[src/hw/rtl/integer_ratio_audio_resampler_defines.svh]
// Assertion macros for the integer ratio audio resampler.
// Used by the top level only; no other dependencies.
`ifndef INTEGER_RATIO_AUDIO_RESAMPLER_DEFINES_SVH
`define INTEGER_RATIO_AUDIO_RESAMPLER_DEFINES_SVH

// same-cycle implication
`define IRAR_ASSERT_NOW(label, clk, rst, ante, cons) \
   label: assert property (@(posedge clk) disable iff (rst) (ante) |-> (cons)) \
      else $error("assertion failed");

// next-cycle implication
`define IRAR_ASSERT_NEXT(label, clk, rst, ante, cons) \
   label: assert property (@(posedge clk) disable iff (rst) (ante) |=> (cons)) \
      else $error("assertion failed");

`endif

[src/hw/rtl/irar_pkg.sv]
// Package for the integer ratio audio resampler: types, constants and
// sample helper functions. No dependencies.
`timescale 1ns / 1ps

package irar_pkg;

   localparam int MAX_FACTOR = 16;
   localparam int FACTOR_W   = $clog2(MAX_FACTOR + 1);
   localparam int COUNT_W    = $clog2(MAX_FACTOR);
   localparam int RAW_W      = 16;
   localparam int CSR_DATA_W = 5;

   typedef logic signed [RAW_W-1:0] sample_type;
   typedef logic [FACTOR_W-1:0]     factor_type;
   typedef logic [COUNT_W-1:0]      count_type;

   typedef enum logic [1:0] {
      REG_WIDE_SAMPLES = 2'd0,
      REG_TWO_CHANNELS = 2'd1,
      REG_REDUCE_RATE  = 2'd2,
      REG_RATE_FACTOR  = 2'd3
   } reg_index_type;

   typedef struct packed {
      logic       wide_samples;
      logic       two_channels;
      logic       reduce_rate;
      factor_type rate_factor;
   } cfg_type;

   typedef struct packed {
      sample_type prev_left;
      sample_type prev_right;
      count_type  skip;
   } hist_type;

   typedef struct packed {
      logic       produce;
      sample_type left;
      sample_type right;
      count_type  count;
      hist_type   hist;
   } calc_type;

   function automatic sample_type to_sample(input logic [RAW_W-1:0] raw, input logic wide);
      sample_type v;
      if (wide) begin
         v = sample_type'(raw);
      end else begin
         v = sample_type'({{(RAW_W-8){~raw[7]}}, ~raw[7], raw[6:0]});
      end
      return v;
   endfunction

   function automatic sample_type average(input sample_type a, input sample_type b);
      logic signed [RAW_W:0] s;
      s = {a[RAW_W-1], a} + {b[RAW_W-1], b};
      return sample_type'(s[RAW_W:1]);
   endfunction

   function automatic factor_type eff_factor(input factor_type f);
      factor_type v;
      if (f == '0) begin
         v = factor_type'(1);
      end else if (f > factor_type'(MAX_FACTOR)) begin
         v = factor_type'(MAX_FACTOR);
      end else begin
         v = f;
      end
      return v;
   endfunction

endpackage

[src/hw/rtl/integer_ratio_audio_resampler.sv]
// Integer ratio resampler with an input register and a result register.
// Throughput: one frame per cycle for pass-through and downsampling while the
// result side is not back-pressured; when upsampling each frame holds the result
// register for the effective rate_factor beats, set by the repeat counter there.
// Synchronous reset clears valids, history, skip count and restores config.
`timescale 1ns / 1ps
`include "integer_ratio_audio_resampler_defines.svh"

module integer_ratio_audio_resampler
   import irar_pkg::*;
(
   input  logic                     clock,
   input  logic                     reset,
   input  logic                     csr_valid,
   output logic                     csr_ready,
   input  logic [1:0]               csr_index,
   input  logic [CSR_DATA_W-1:0]    csr_data,
   input  logic                     req_valid,
   output logic                     req_ready,
   input  logic [RAW_W-1:0]         req_left_raw,
   input  logic [RAW_W-1:0]         req_right_raw,
   input  logic                     req_start_of_buffer,
   output logic                     rsp_valid,
   input  logic                     rsp_ready,
   output logic signed [RAW_W-1:0]  rsp_left_out,
   output logic signed [RAW_W-1:0]  rsp_right_out,
   output logic                     rsp_last_of_run
);

   cfg_type          cfg_ff, cfg_in;
   hist_type         hist_ff, hist_in;
   logic             s1_valid_ff, s1_valid_in;
   logic [RAW_W-1:0] s1_left_ff, s1_right_ff;
   logic             s1_start_ff;
   logic             s2_valid_ff, s2_valid_in;
   sample_type       s2_left_ff, s2_right_ff;
   count_type        s2_count_ff, s2_count_in;
   calc_type         calc;
   logic             out_done;
   logic             s2_free;
   logic             s1_adv;
   logic             req_take;

   irar_calc u_calc (
      .cfg             (cfg_ff),
      .hist            (hist_ff),
      .left_raw        (s1_left_ff),
      .right_raw       (s1_right_ff),
      .start_of_buffer (s1_start_ff),
      .calc            (calc)
   );

   assign csr_ready = 1'b1;

   always_comb begin
      cfg_in = cfg_ff;
      if (csr_valid) begin
         unique case (reg_index_type'(csr_index))
            REG_WIDE_SAMPLES: cfg_in.wide_samples = csr_data[0];
            REG_TWO_CHANNELS: cfg_in.two_channels = csr_data[0];
            REG_REDUCE_RATE:  cfg_in.reduce_rate  = csr_data[0];
            REG_RATE_FACTOR:  cfg_in.rate_factor  = factor_type'(csr_data);
         endcase
      end
   end

   always_comb begin
      out_done    = s2_valid_ff && rsp_ready && (s2_count_ff == '0);
      s2_free     = !s2_valid_ff || out_done;
      s1_adv      = s1_valid_ff && (s2_free || !calc.produce);
      req_ready   = !s1_valid_ff || s1_adv;
      req_take    = req_valid && req_ready;
      s1_valid_in = req_take || (s1_valid_ff && !s1_adv);
      hist_in     = s1_adv ? calc.hist : hist_ff;

      s2_valid_in = s2_valid_ff && !out_done;
      s2_count_in = s2_count_ff;
      if (s2_valid_ff && rsp_ready && (s2_count_ff != '0)) begin
         s2_count_in = s2_count_ff - count_type'(1);
      end
      if (s1_adv && calc.produce) begin
         s2_valid_in = 1'b1;
         s2_count_in = calc.count;
      end
   end

   always_ff @(posedge clock) begin
      if (reset) begin
         cfg_ff      <= '{wide_samples: 1'b1, two_channels: 1'b1, reduce_rate: 1'b0,
                          rate_factor: factor_type'(1)};
         hist_ff     <= '0;
         s1_valid_ff <= 1'b0;
         s2_valid_ff <= 1'b0;
         s2_count_ff <= '0;
      end else begin
         cfg_ff      <= cfg_in;
         hist_ff     <= hist_in;
         s1_valid_ff <= s1_valid_in;
         s2_valid_ff <= s2_valid_in;
         s2_count_ff <= s2_count_in;
      end
   end

   always_ff @(posedge clock) begin
      if (req_take) begin
         s1_left_ff  <= req_left_raw;
         s1_right_ff <= req_right_raw;
         s1_start_ff <= req_start_of_buffer;
      end
      if (s1_adv && calc.produce) begin
         s2_left_ff  <= calc.left;
         s2_right_ff <= calc.right;
      end
   end

   assign rsp_valid       = s2_valid_ff;
   assign rsp_left_out    = s2_left_ff;
   assign rsp_right_out   = s2_right_ff;
   assign rsp_last_of_run = (s2_count_ff == '0);

   `IRAR_ASSERT_NEXT(a_req_lands, clock, reset, req_valid && req_ready, s1_valid_ff)
   `IRAR_ASSERT_NOW(a_mono_right_zero, clock, reset, rsp_valid && !cfg_ff.two_channels, rsp_right_out == '0)
   `IRAR_ASSERT_NOW(a_count_bound, clock, reset, s2_valid_ff, factor_type'(s2_count_ff) < eff_factor(cfg_ff.rate_factor))

endmodule

[src/hw/rtl/irar_calc.sv]
// Per-frame datapath: sample conversion, averaging, skip count, repeat count and history.
// Depends on irar_pkg.
`timescale 1ns / 1ps

module irar_calc
   import irar_pkg::*;
(
   input  cfg_type              cfg,
   input  hist_type             hist,
   input  logic [RAW_W-1:0]     left_raw,
   input  logic [RAW_W-1:0]     right_raw,
   input  logic                 start_of_buffer,
   output calc_type             calc
);

   sample_type            cur_l;
   sample_type            cur_r;
   sample_type            base_l;
   sample_type            base_r;
   count_type             skip_base;
   logic [COUNT_W:0]      skip_next;
   factor_type            f_eff;
   logic                  pass;

   always_comb begin
      f_eff     = eff_factor(cfg.rate_factor);
      pass      = (f_eff == factor_type'(1));
      cur_l     = to_sample(left_raw, cfg.wide_samples);
      cur_r     = cfg.two_channels ? to_sample(right_raw, cfg.wide_samples) : '0;
      base_l    = start_of_buffer ? cur_l : hist.prev_left;
      base_r    = (start_of_buffer && cfg.two_channels) ? cur_r : hist.prev_right;
      skip_base = start_of_buffer ? '0 : hist.skip;
      skip_next = {1'b0, skip_base} + (COUNT_W+1)'(1);

      calc.produce = 1'b1;
      calc.count   = '0;
      calc.hist.skip = skip_base;
      if (pass) begin
         calc.left  = cur_l;
         calc.right = cur_r;
      end else begin
         calc.left  = average(cur_l, base_l);
         calc.right = cfg.two_channels ? average(cur_r, base_r) : '0;
         if (cfg.reduce_rate) begin
            calc.produce   = (skip_base == '0);
            calc.hist.skip = ((FACTOR_W)'(skip_next) >= f_eff) ? '0 : skip_next[COUNT_W-1:0];
         end else begin
            calc.count = count_type'(f_eff - factor_type'(1));
         end
      end

      calc.hist.prev_left  = calc.produce ? cur_l : hist.prev_left;
      calc.hist.prev_right = (calc.produce && cfg.two_channels) ? cur_r : hist.prev_right;
   end

endmodule

[config.mk]
export PLATFORM = sky130hd
export DESIGN_NAME = integer_ratio_audio_resampler
export DESIGN_NICKNAME = d
export VERILOG_FILES = /design/src/hw/rtl/irar_pkg.sv /design/src/hw/rtl/integer_ratio_audio_resampler.sv /design/src/hw/rtl/irar_calc.sv
export VERILOG_INCLUDE_DIRS = /design/src /design/src/hw/rtl
export SDC_FILE = /design/constraint.sdc
export NUM_CORES = 1
export LEC_CHECK = 0
export BUFFER_PORTS_ARGS = -buffer_cell sky130_fd_sc_hd__buf_2
export CORE_MARGIN = 4
export CORE_UTILIZATION = 49
export DETAILED_ROUTE_END_ITERATION = 8
export GPL_ROUTABILITY_DRIVEN = 0
export PLACE_DENSITY = 0.69
export REMOVE_ABC_BUFFERS = 1
export SETUP_SLACK_MARGIN = 0.05
export SLEW_MARGIN = 20
export SYNTH_ARGS = -nofsm -noshare
export SYNTH_HDL_FRONTEND = slang
export SYNTH_SLANG_ARGS = --single-unit
[constraint.sdc]
create_clock -name clock -period 7.6 [get_ports clock]
set_input_delay 0.38 -clock clock [delete_from_list [all_inputs] [get_ports clock]]
set_output_delay 0.38 -clock clock [all_outputs]
set_load 0.01 [all_outputs]
==> metrics, run 1 <==
type of origin of the critical path flop; clock buffer depth 2; Total GRT Usage 20.8%; cell taking the most area after synthesis edfxtp_1; Hold Buf Count CTS 0; RSZ-0062 raised after global routing no; total power 1.91 mW; Pre-Repair DR Iteration Count 7; die width 123 µm; placed insts 917; fmax 243 MHz; CTS sink cnt 115; Relative slew margins between 30% and 40%; Non-Filler Instances 950; status finished clean; DRC Markers 0; final WL about 15 mm; core outline area 0.0128 mm²; synthesis-stage register bit count 115; Vias per Instance 5.68; Clk Latency, worst-skew pair between 400 and 500 ps; share of cells above drive strength 1 18.1%; Initial Util 51.0%; DR iter-0 viols about 340; slowest stage cell, crit path buf_4; Hold Path Sink s1_start_ff; VDD IR max between 0.15 and 0.2 mV; Setup Viol. Count Final 0; Final Hold Viols 0; Cell variety after synth 68; largest net degree at the start of global routing between 50 and 60; Cell Rows ~40; CP delay by family, top buffers and inverters; Syn-to-layout area delta 17.5%; Cell Chain, Critical Path nor3_1, nor2_1, nor2_1, ha_1, nor4b_4, buf_4, a211o_1, nand3b_1, inv_2, buf_4, a21oi_1, o22ai_1, nor2_1; WL/cell 15.9 µm; asr flop ratio synth 0%; Max-Cap Viols 0; Fill cells 1077; Clk pin slew, worst setup/hold paths 50 ps; Antenna Nets Post-Route 0; CTS tree done; die height around 120 µm; Post-synth EDFFs 65; Synth top area share 29.9%; Reg2Reg Depth 13; H-tree Lvls 4; count leader, synth a21oi_1; vias in the first global route 5293; Setup TNS 0 ps; number of clock buffers inserted by TritonCTS 17; IO Pins 81; largest stage delay on the critical path 620 ps; ys flop type edfxtp_1; global route overflow 0; static leakage 3.19 nW; Reg-to-Reg Start cfg_ff[2]; Hold Path Class in2reg; DP HPWL about 10 mm; Ant. Diodes 0; hold depth 1; number of setup buffers added after CTS 0; top cells by count, synth a21oi_1, nor2_1, nand2_1; Buf+Inv Stages, Crit Path 3; register area share after synthesis ~45%; initial antenna violation count 0; number of synthesis warnings 0; Layout Skew 5.78 ps; Pins Over Slew Limit 0; Die ar. 0.0153 mm²; data arrival time of the critical path 4380 ps; CTS root buffer clkbuf_16; Syn Inst Count 694; main area contributors after synthesis edfxtp_1, dfxtp_1, ha_1; Port Buffers 79; fin crit period ~4100 ps; Critical Path Most Common Cell nor2_1; WP data required 7870 ps; final period utilization 54.1%; CP Max Fanout 55; first-pass GRT wire length ~25 mm; pre-CTS setup slack 3490 ps; mean area per synthesized cell around 9.4 µm²; Worst setup EP type flop; Least-Margin Pin Slew 969 ps; Final #Nets 851; Crit Reg-Reg Endpoint s2_count_ff[1]; Post-Syn Area 0.00654 mm²; WS Path Type reg2reg; Post-CTS Resized 0; beginning of the worst hold path req_start_of_buffer; pwr/cell area 248 mW/mm²; FF-to-FF setup slack about 3500 ps; final worst setup slack 3490 ps; vias 5396
-- worst register-to-register path: stages (launching register included) --
cell and delay, ps:
dfxtp_1 360, nor3_1 200, nor2_1 60, nor2_1 230, ha_1 220, nor4b_4 190, buf_4 430, a211o_1 300
nand3b_1 500, inv_2 550, buf_4 620, a21oi_1 110, o22ai_1 140, nor2_1 60
-- where the power goes --
| group | switching, mW | internal, mW |
|---|---|---|
| logic | 0.221 | 0.151 |
| registers | 0.0216 | 0.710 |
| clock network | 0.287 | 0.517 |
| total | 0.530 | 1.38 |
-- cells in the final DEF, fill, tap and decap left out, drive strengths merged, types with 14 or more instances in the layout --
master,n
o21ai,26
a21oi,80
a211oi,16
nand3,18
mux2,14
nand2,75
inv,31
edfxtp,65
buf,83
nor2,76
dfxtp,50
xnor2,14
clkbuf,19
ha,39
-- metal layers --
layer | GRT usage [%] | vias to the layer above | part of all wire (%)
li1 | - | 2700 | -
met1 | 26.0 | 2498 | 45
met2 | 34.3 | 170 | 47
met3 | 5.26 | 28 | 5.8
met4 | 8.65 | 0 | 2.1
met5 | 0 | - | 0
-- cell families (layout without fill, tap and decap cells) --
| kind of cell | count (synthesis) | in the layout | share of synthesized area (%) |
|---|---|---|---|
| adders and majority gates | 41 | 41 | 8.08 |
| AOI/OAI and AO/OA | 205 | 205 | 20.5 |
| and+or+nand+nor | 225 | 225 | 15.8 |
| xor gates and xnor gates | 23 | 23 | 3.08 |
| buffers and inverters | 63 | 147 | 3.89 |
| other | 1 | 1 | 0.0574 |
| muxes | 21 | 21 | 3.48 |
| DFF | 115 | 115 | 45.2 |
-- sequential cells by signal (all words and copies together) (netlist names) --
register / cells
s1_left_ff: 16
s2_count_ff: 4
s1_right_ff: 16
s1_valid_ff: 1
rsp_valid: 1
s1_start_ff: 1
rsp_left_out: 16
cfg_ff: 8
hist_ff: 36
rsp_right_out: 16
-- area by class of cell --
cell class / instances / area (µm²) / share of cell area, %
multi-input cells: 516 / 3350 / 43.7
flip-flops and latches: 115 / 2950 / 38.4
clock buffers: 19 / 475 / 6.19
repair buffers: 83 / 433 / 5.64
well taps: 172 / 215 / 2.80
clock inverters: 13 / 130 / 1.69
inverters: 32 / 120 / 1.56
-- per-stage QoR --
stage,hold slack [ps],utilization [%],area (µm²)
after floorplan,427,-,6400
after global placement,441,55.0,7060
after detailed placement,447,55.0,7060
after CTS,109,59.8,7660
after global routing,118,59.9,7680
final,131,59.9,7680
-- worst max path at each step --
stage	start	to	slack (ps)	depth (start not counted)
2_1_floorplan	cfg_ff[2]	hist_ff[15]	2810	11
3_3_place_gp	cfg_ff[2]	s2_count_ff[1]	3680	13
3_5_place_dp	cfg_ff[2]	s2_count_ff[1]	3490	13
4_1_cts	cfg_ff[2]	s2_count_ff[1]	3480	13
5_1_grt	cfg_ff[2]	hist_ff[33]	3060	12
6_report	cfg_ff[2]	s2_count_ff[1]	3490	13
Power figures use the tool's default switching activity.
==> run 2, diff against run 1 <==
Clock period 7.6 ns to 3.9 ns, I/O delays scaled along.
==> run 2 against run 1 <==
  * Critical path depth down 4
  * Count of clock-buffer cells in the layout decreased by 1
  * Total power grew 98%
  * Critical endpoint is now rsp_left_out[13]
  * Largest power group unchanged
==> metrics, run 2 (synthesis gave the netlist of run 1 again) <==
global route overflow 0 (unchanged); placed insts 925 (+0.87%); Relative slew margins 35.9% (+0.52 points); Max-Cap Viols 0 (unchanged); Cell Chain, Critical Path buf_4, mux2_2, fa_1, a211o_1, a211o_1, a21oi_1, nor4b_1, a2111oi_0, a22oi_1; Vias per Instance 5.75 (+1.3%); CTS sink cnt 115 (unchanged); Stages on worst setup path 9 (-4); Top reg by flops hist_ff; Cell Rows 41 (unchanged); Port Buffers 79 (unchanged); status finished clean; total power 3.77 mW (+98%); static leakage 3.36 nW (+5.4%); WP data required 4030 ps (-3840 ps); Total GRT Usage 21.3% (+0.49 points); Die ar. 0.0153 mm² (unchanged); commonest cells after routing, fill and taps aside a21oi_1, buf_2, nor2_1; Initial Util 51.0% (unchanged); Ant. Diodes 0 (unchanged); final hold slack 15.1 ps (-116 ps); slowest stage cell, crit path fa_1; Buf+Inv Stages, Crit Path 1 (-2); Critical Path Most Common Cell a211o_1; die height 123 µm (unchanged); RSZ-0062 raised after global routing no; share of cells above drive strength 1 17.4% (-0.76 points); final WL 15.5 mm (+2.7%); Setup Viol. Count Final 0 (unchanged); Clk pin slew, worst setup/hold paths 50 ps (about the same); Least-Margin Pin Slew 961 ps (-7.85 ps); Design Area, Final 0.00806 mm² (+4.9%); number of setup buffers added after CTS 0 (unchanged); Worst setup EP type flop; VDD IR max 0.299 mV (+78%); CTS root buffer clkbuf_16; Syn-to-layout area delta 23.3%; H-tree Lvls 4 (unchanged); initial antenna violation count 0 (unchanged); data arrival time of the critical path 3460 ps (-920 ps); largest stage delay on the critical path 460 ps (-160 ps); Reg-to-Reg Start s1_start_ff; CP delay by family, top compound AO/OA/AOI/OAI gates; Final #Nets 891 (+4.7%); DRC Markers 0 (unchanged); type of origin of the critical path flop; largest net degree at the start of global routing 50 (-11%); fin crit period 3330 ps (-787 ps); Pins Over Slew Limit 0 (unchanged); Setup TNS 0 ps (unchanged); first-pass GRT wire length 25.6 mm (+2.9%); FF-to-FF setup slack 570 ps (-2910 ps); IO Pins 81 (unchanged); number of clock buffers inserted by TritonCTS 17 (unchanged); core outline area 0.0128 mm² (unchanged); Hold Path Class in2reg; DR iter-0 viols 431 (+29%); pre-CTS setup slack 589 ps (-2900 ps); WL/cell 15.7 µm (-1.5%); crit path to rsp_left_out[13]; Antenna Nets Post-Route 0 (unchanged); final worst setup slack 572 ps (-2910 ps); fin util 62.8% (+3.0 points); Final Hold Viols 0 (unchanged); vias in the first global route 5535 (+4.6%); vias 5694 (+5.5%); Clk Latency, worst-skew pair 420 ps (about the same); pwr/cell area 467 mW/mm² (+88%); dpl cell area 0.00713 mm² (+1.0%); CP Max Fanout 25 (-55%); Reg2Reg Depth 9 (-4); Crit Reg-Reg Endpoint rsp_left_out[13]; Layout Skew 6.71 ps (+0.922 ps); Largest register FFs 36 (unchanged); CP Launch Point s1_start_ff; clock buffer depth 2 (unchanged); Pre-Repair DR Iteration Count 6 (-1); Non-Filler Instances 990 (+4.2%); DP HPWL 10.5 mm (+2.5%); fmax 300 MHz (+24%); WS Path Type reg2reg; CTS tree done; final period utilization 85.3% (+31 points); die width 123 µm (unchanged)
[run 2: cell type report]
type	instances	area, µm²
multi-input combinational	516	3350
fill	1060	4770
tap	172	215
inverter	32	120
sequential	115	2950
clock buffer	18	429
timing repair buffer	123	821
clock inverter	14	168
[run 2: worst reg2reg max path, delay by kind of cell, from the launching register on]
kind            cells  cell delay (ps)
compound gates      5             1390
fa+ha+maj           1              460
buf+inv             1              310
flops               1              400
mux                 1              410
simple gates        1               70
[run 2: layer usage]
metal | GRT usage (%) | up-vias | routed length, µm
li1 | - | 2785 | -
met1 | 26.1 | 2642 | 6680
met2 | 35.7 | 219 | 7540
met3 | 5.12 | 48 | 949
met4 | 9.00 | 0 | 342
met5 | 0 | - | 0
[run 2: worst min path at each step]
| stage | slack (ps) | endpoint | cells after the start | startpoint |
|---|---|---|---|---|
| 2_1_floorplan | 260 | hist_ff[10] | 1 | reset |
| 3_3_place_gp | 370 | s1_right_ff[6] | 1 | req_right_raw[6] |
| 3_5_place_dp | 370 | s1_left_ff[5] | 1 | req_left_raw[5] |
| 4_1_cts | 3 | cfg_ff[3] | 3 | csr_data[3] |
| 5_1_grt | 20 | cfg_ff[1] | 3 | csr_data[1] |
| 6_report | 20 | cfg_ff[3] | 3 | csr_data[3] |
[run 2: report_power, final]
part	internal (mW)	total [mW]	switching, mW
registers	1.38	1.42	0.0406
clock network	1.05	1.58	0.533
logic	0.320	0.760	0.439
total	2.75	3.77	1.01
[run 2: timing repair]
action,in CTS,in global routing
gates resized for setup,0,0
endpoints found under the hold margin,33,0
hold buffers,33,0
setup endpoints to repair,0,0
==> run 3, diff against run 2 <==
Settings changed: SYNTH_HIERARCHICAL set to 1.
==> run 3 against run 2 <==
  * Final area is 5.5% higher
  * Die area rose by 6.1%
  * Total power rose by 2.3%
  * Setup slack lost 150 ps
  * Hold slack better by 1.1 ps
  * Sequential cell count is the same
  * Count of clock-buffer cells in the layout shrank 1
  * First-iteration DRC count decreased by 5.6%
  * Via count increased by 6.0%
==> metrics, run 3 <==
Largest register FFs 36 (unchanged); Design Area, Final 0.00850 mm² (+5.5%); main area contributors after synthesis edfxtp_1, dfxtp_1, nand2_1; DR iter-0 viols 407 (-5.6%); clock buffer depth 2 (unchanged); first-pass GRT wire length 27.5 mm (+7.5%); Total GRT Usage 21.2% (-0.11 points); slowest stage cell, crit path edfxtp_1; count leader, synth nand2_1; Syn Inst Count 783 (+13%); die height 127 µm (+3.0%); status finished clean; global route overflow 0 (unchanged); fin util 61.2% (-1.6 points); core outline area 0.0139 mm² (+8.2%); Fill cells 1185 (+12%); Least-Margin Pin Slew 968 ps (+6.69 ps); pwr/cell area 454 mW/mm² (-3.0%); initial antenna violation count 0 (unchanged); number of setup buffers added after CTS 0 (unchanged); WS Path Type reg2reg; H-tree Lvls 4 (unchanged); CP Max Fanout 24 (-4.0%); CTS tree done; Pre-Repair DR Iteration Count 6 (unchanged); CTS root buffer clkbuf_16; Compound-Gate Fraction of Synth Area 19.7% (-0.77 points); Relative slew margins 35.5% (-0.45 points); DP HPWL 11.3 mm (+8.0%); Final #Nets 979 (+9.9%); Die ar. 0.0162 mm² (+6.1%); mean area per synthesized cell 8.89 µm² (-5.6%); share of cells above drive strength 1 16.8% (-0.58 points); Critical Path Most Common Cell a21oi_1; Antenna Nets Post-Route 0 (unchanged); static leakage 3.62 nW (+7.7%); final worst setup slack 423 ps (-149 ps); final hold slack 16.2 ps (+1.07 ps); placed insts 1019 (+10%); fmax 288 MHz (-4.3%); final WL 16.6 mm (+7.1%); Synth Area in XOR/XNOR 3.52% (+0.44 points); Cell Chain, Critical Path buf_4, mux2_2, fa_1, a21o_1, a21oi_1, nor3_1, nand3b_1, o31ai_2, xnor2_1, a21oi_1; largest net degree at the start of global routing 48 (-4.0%); Port Buffers 79 (unchanged); largest stage delay on the critical path 540 ps (+80 ps); Final Hold Viols 0 (unchanged); die width 127 µm (+3.0%); Clk pin slew, worst setup/hold paths 50 ps (about the same); cell taking the most area after synthesis edfxtp_1; Syn-to-layout area delta 22.1%; Post-Syn Area 0.00696 mm² (+6.5%); Cell variety after synth 70 (+2.9%); footprint of the multi-input gates 0.00370 mm² (+10%); Initial Util 50.2% (-0.80 points); Pins Over Slew Limit 0 (unchanged); register area 0.00295 mm² (unchanged); Vias per Instance 5.56 (-3.4%); vias 6034 (+6.0%); type of origin of the critical path flop; RSZ-0062 raised after global routing no; post-synthesis mux area share 5.00% (+1.5 points); Setup Viol. Count Final 0 (unchanged); asr flop ratio synth 0% (unchanged); Hold Path Class in2reg; IO Pins 81 (unchanged); Ant. Diodes 0 (unchanged); ys flop type edfxtp_1; number of clock buffers inserted by TritonCTS 17 (unchanged); commonest cells after routing, fill and taps aside nand2_1, a21oi_1, buf_2; data arrival time of the critical path 3630 ps (+170 ps); WP data required 4060 ps (+30 ps); fin crit period 3480 ps (+149 ps); CTS sink cnt 115 (unchanged); Post-Synth Adder-Cell Area 7.58% (-0.49 points); Cell Rows 43 (+4.9%); Top reg by flops hist_ff; Setup TNS 0 ps (unchanged); Clk Latency, worst-skew pair 430 ps (about the same); number of synthesis warnings 6 (+6); Non-Filler Instances 1086 (+9.7%); pre-CTS setup slack 346 ps (-243 ps); VDD IR max 0.260 mV (-13%); Post-synth EDFFs 65 (unchanged); Synth top area share 28.0% (-1.8 points); synthesis-stage register bit count 115 (unchanged); WL/cell 15.3 µm (-2.3%); vias in the first global route 5891 (+6.4%); final period utilization 89.2% (+3.8 points); register area share after synthesis 42.4% (-2.8 points); Worst setup EP type flop; largest family of logic cells by synthesized area compound AO/OA/AOI/OAI gates; top cells by count, synth nand2_1, a21oi_1, edfxtp_1; Synth Area in Simple Gates 17.0% (+1.2 points); dpl cell area 0.00753 mm² (+5.6%); total power 3.86 mW (+2.3%); DRC Markers 0 (unchanged); most common cell after layout, fill and taps aside nand2_1; Layout Skew 8.86 ps (+2.15 ps); Max-Cap Viols 0 (unchanged)
[run 3: cell count changes after synthesis, moves of 11 or more]
cell | previous run | this run
a21oi_1 | 79 | 99
a22oi_1 | 11 | 0
nand2_1 | 75 | 156
nor2_1 | 76 | 51
o21ai_0 | 26 | 13
o21ai_1 | 0 | 26
[run 3: metal layers]
metal | global-route usage [%] | vias to the layer above | part of all wire [%] | routed length [µm]
met5 | 0 | - | 0 | 0
met4 | 9.15 | 0 | 2.3 | 379
met3 | 4.52 | 31 | 6.0 | 1000
met2 | 34.7 | 217 | 47 | 7840
met1 | 27.0 | 2787 | 44 | 7390
li1 | - | 2999 | - | -
[run 3: logic make-up after synthesis]
kind of cell,Yosys count
AOI/OAI and AO/OA,219
xor gates and xnor gates,28
buffers and inverters,77
adders and majority gates,41
DFF,115
and+or+nand+nor,270
other,1
muxes,32
[run 3: critical path, delay by kind of cell, from the launching register on]
kind | cells | cell delay, ps
XOR/XNOR | 1 | 170
AO/OA/AOI/OAI | 4 | 900
adder cells (fa/ha/maj) | 1 | 450
flip-flops | 1 | 540
AND/OR/NAND/NOR | 2 | 390
buffers and inverters | 1 | 350
multiplexers | 1 | 400
[run 3: cell type report]
cell class / count / share of cell area (%)
Clock buffer: 17 / 5.00
Sequential cell: 115 / 34.7
Clock inverter: 15 / 2.24
Multi-Input combinational cell: 591 / 43.5
Timing Repair Buffer: 128 / 10.1
Tap cell: 180 / 2.65
Inverter: 40 / 1.77
[run 3: repair_timing]
action,CTS,global route
hold endpoints to repair,34,0
gates resized for setup,0,0
hold buffers,34,0
[run 3: where the power goes]
group | leakage (nW) | internal, mW | total [mW] | switching, mW
clock network | 0.288 | 1.06 | 1.62 | 0.562
logic | 2.30 | 0.343 | 0.807 | 0.463
registers | 1.03 | 1.38 | 1.43 | 0.0454
total | 3.62 | 2.78 | 3.86 | 1.07
[run 3: final timing paths]
path / start / end / slack, ps / cells past startpoint
max: s1_start_ff / rsp_left_out[13] / 420 / 10
min reg2reg: hist_ff[27] / hist_ff[27] / 470 / 2
min: csr_data[2] / cfg_ff[2] / 20 / 3
max reg2reg: s1_start_ff / rsp_left_out[13] / 420 / 10
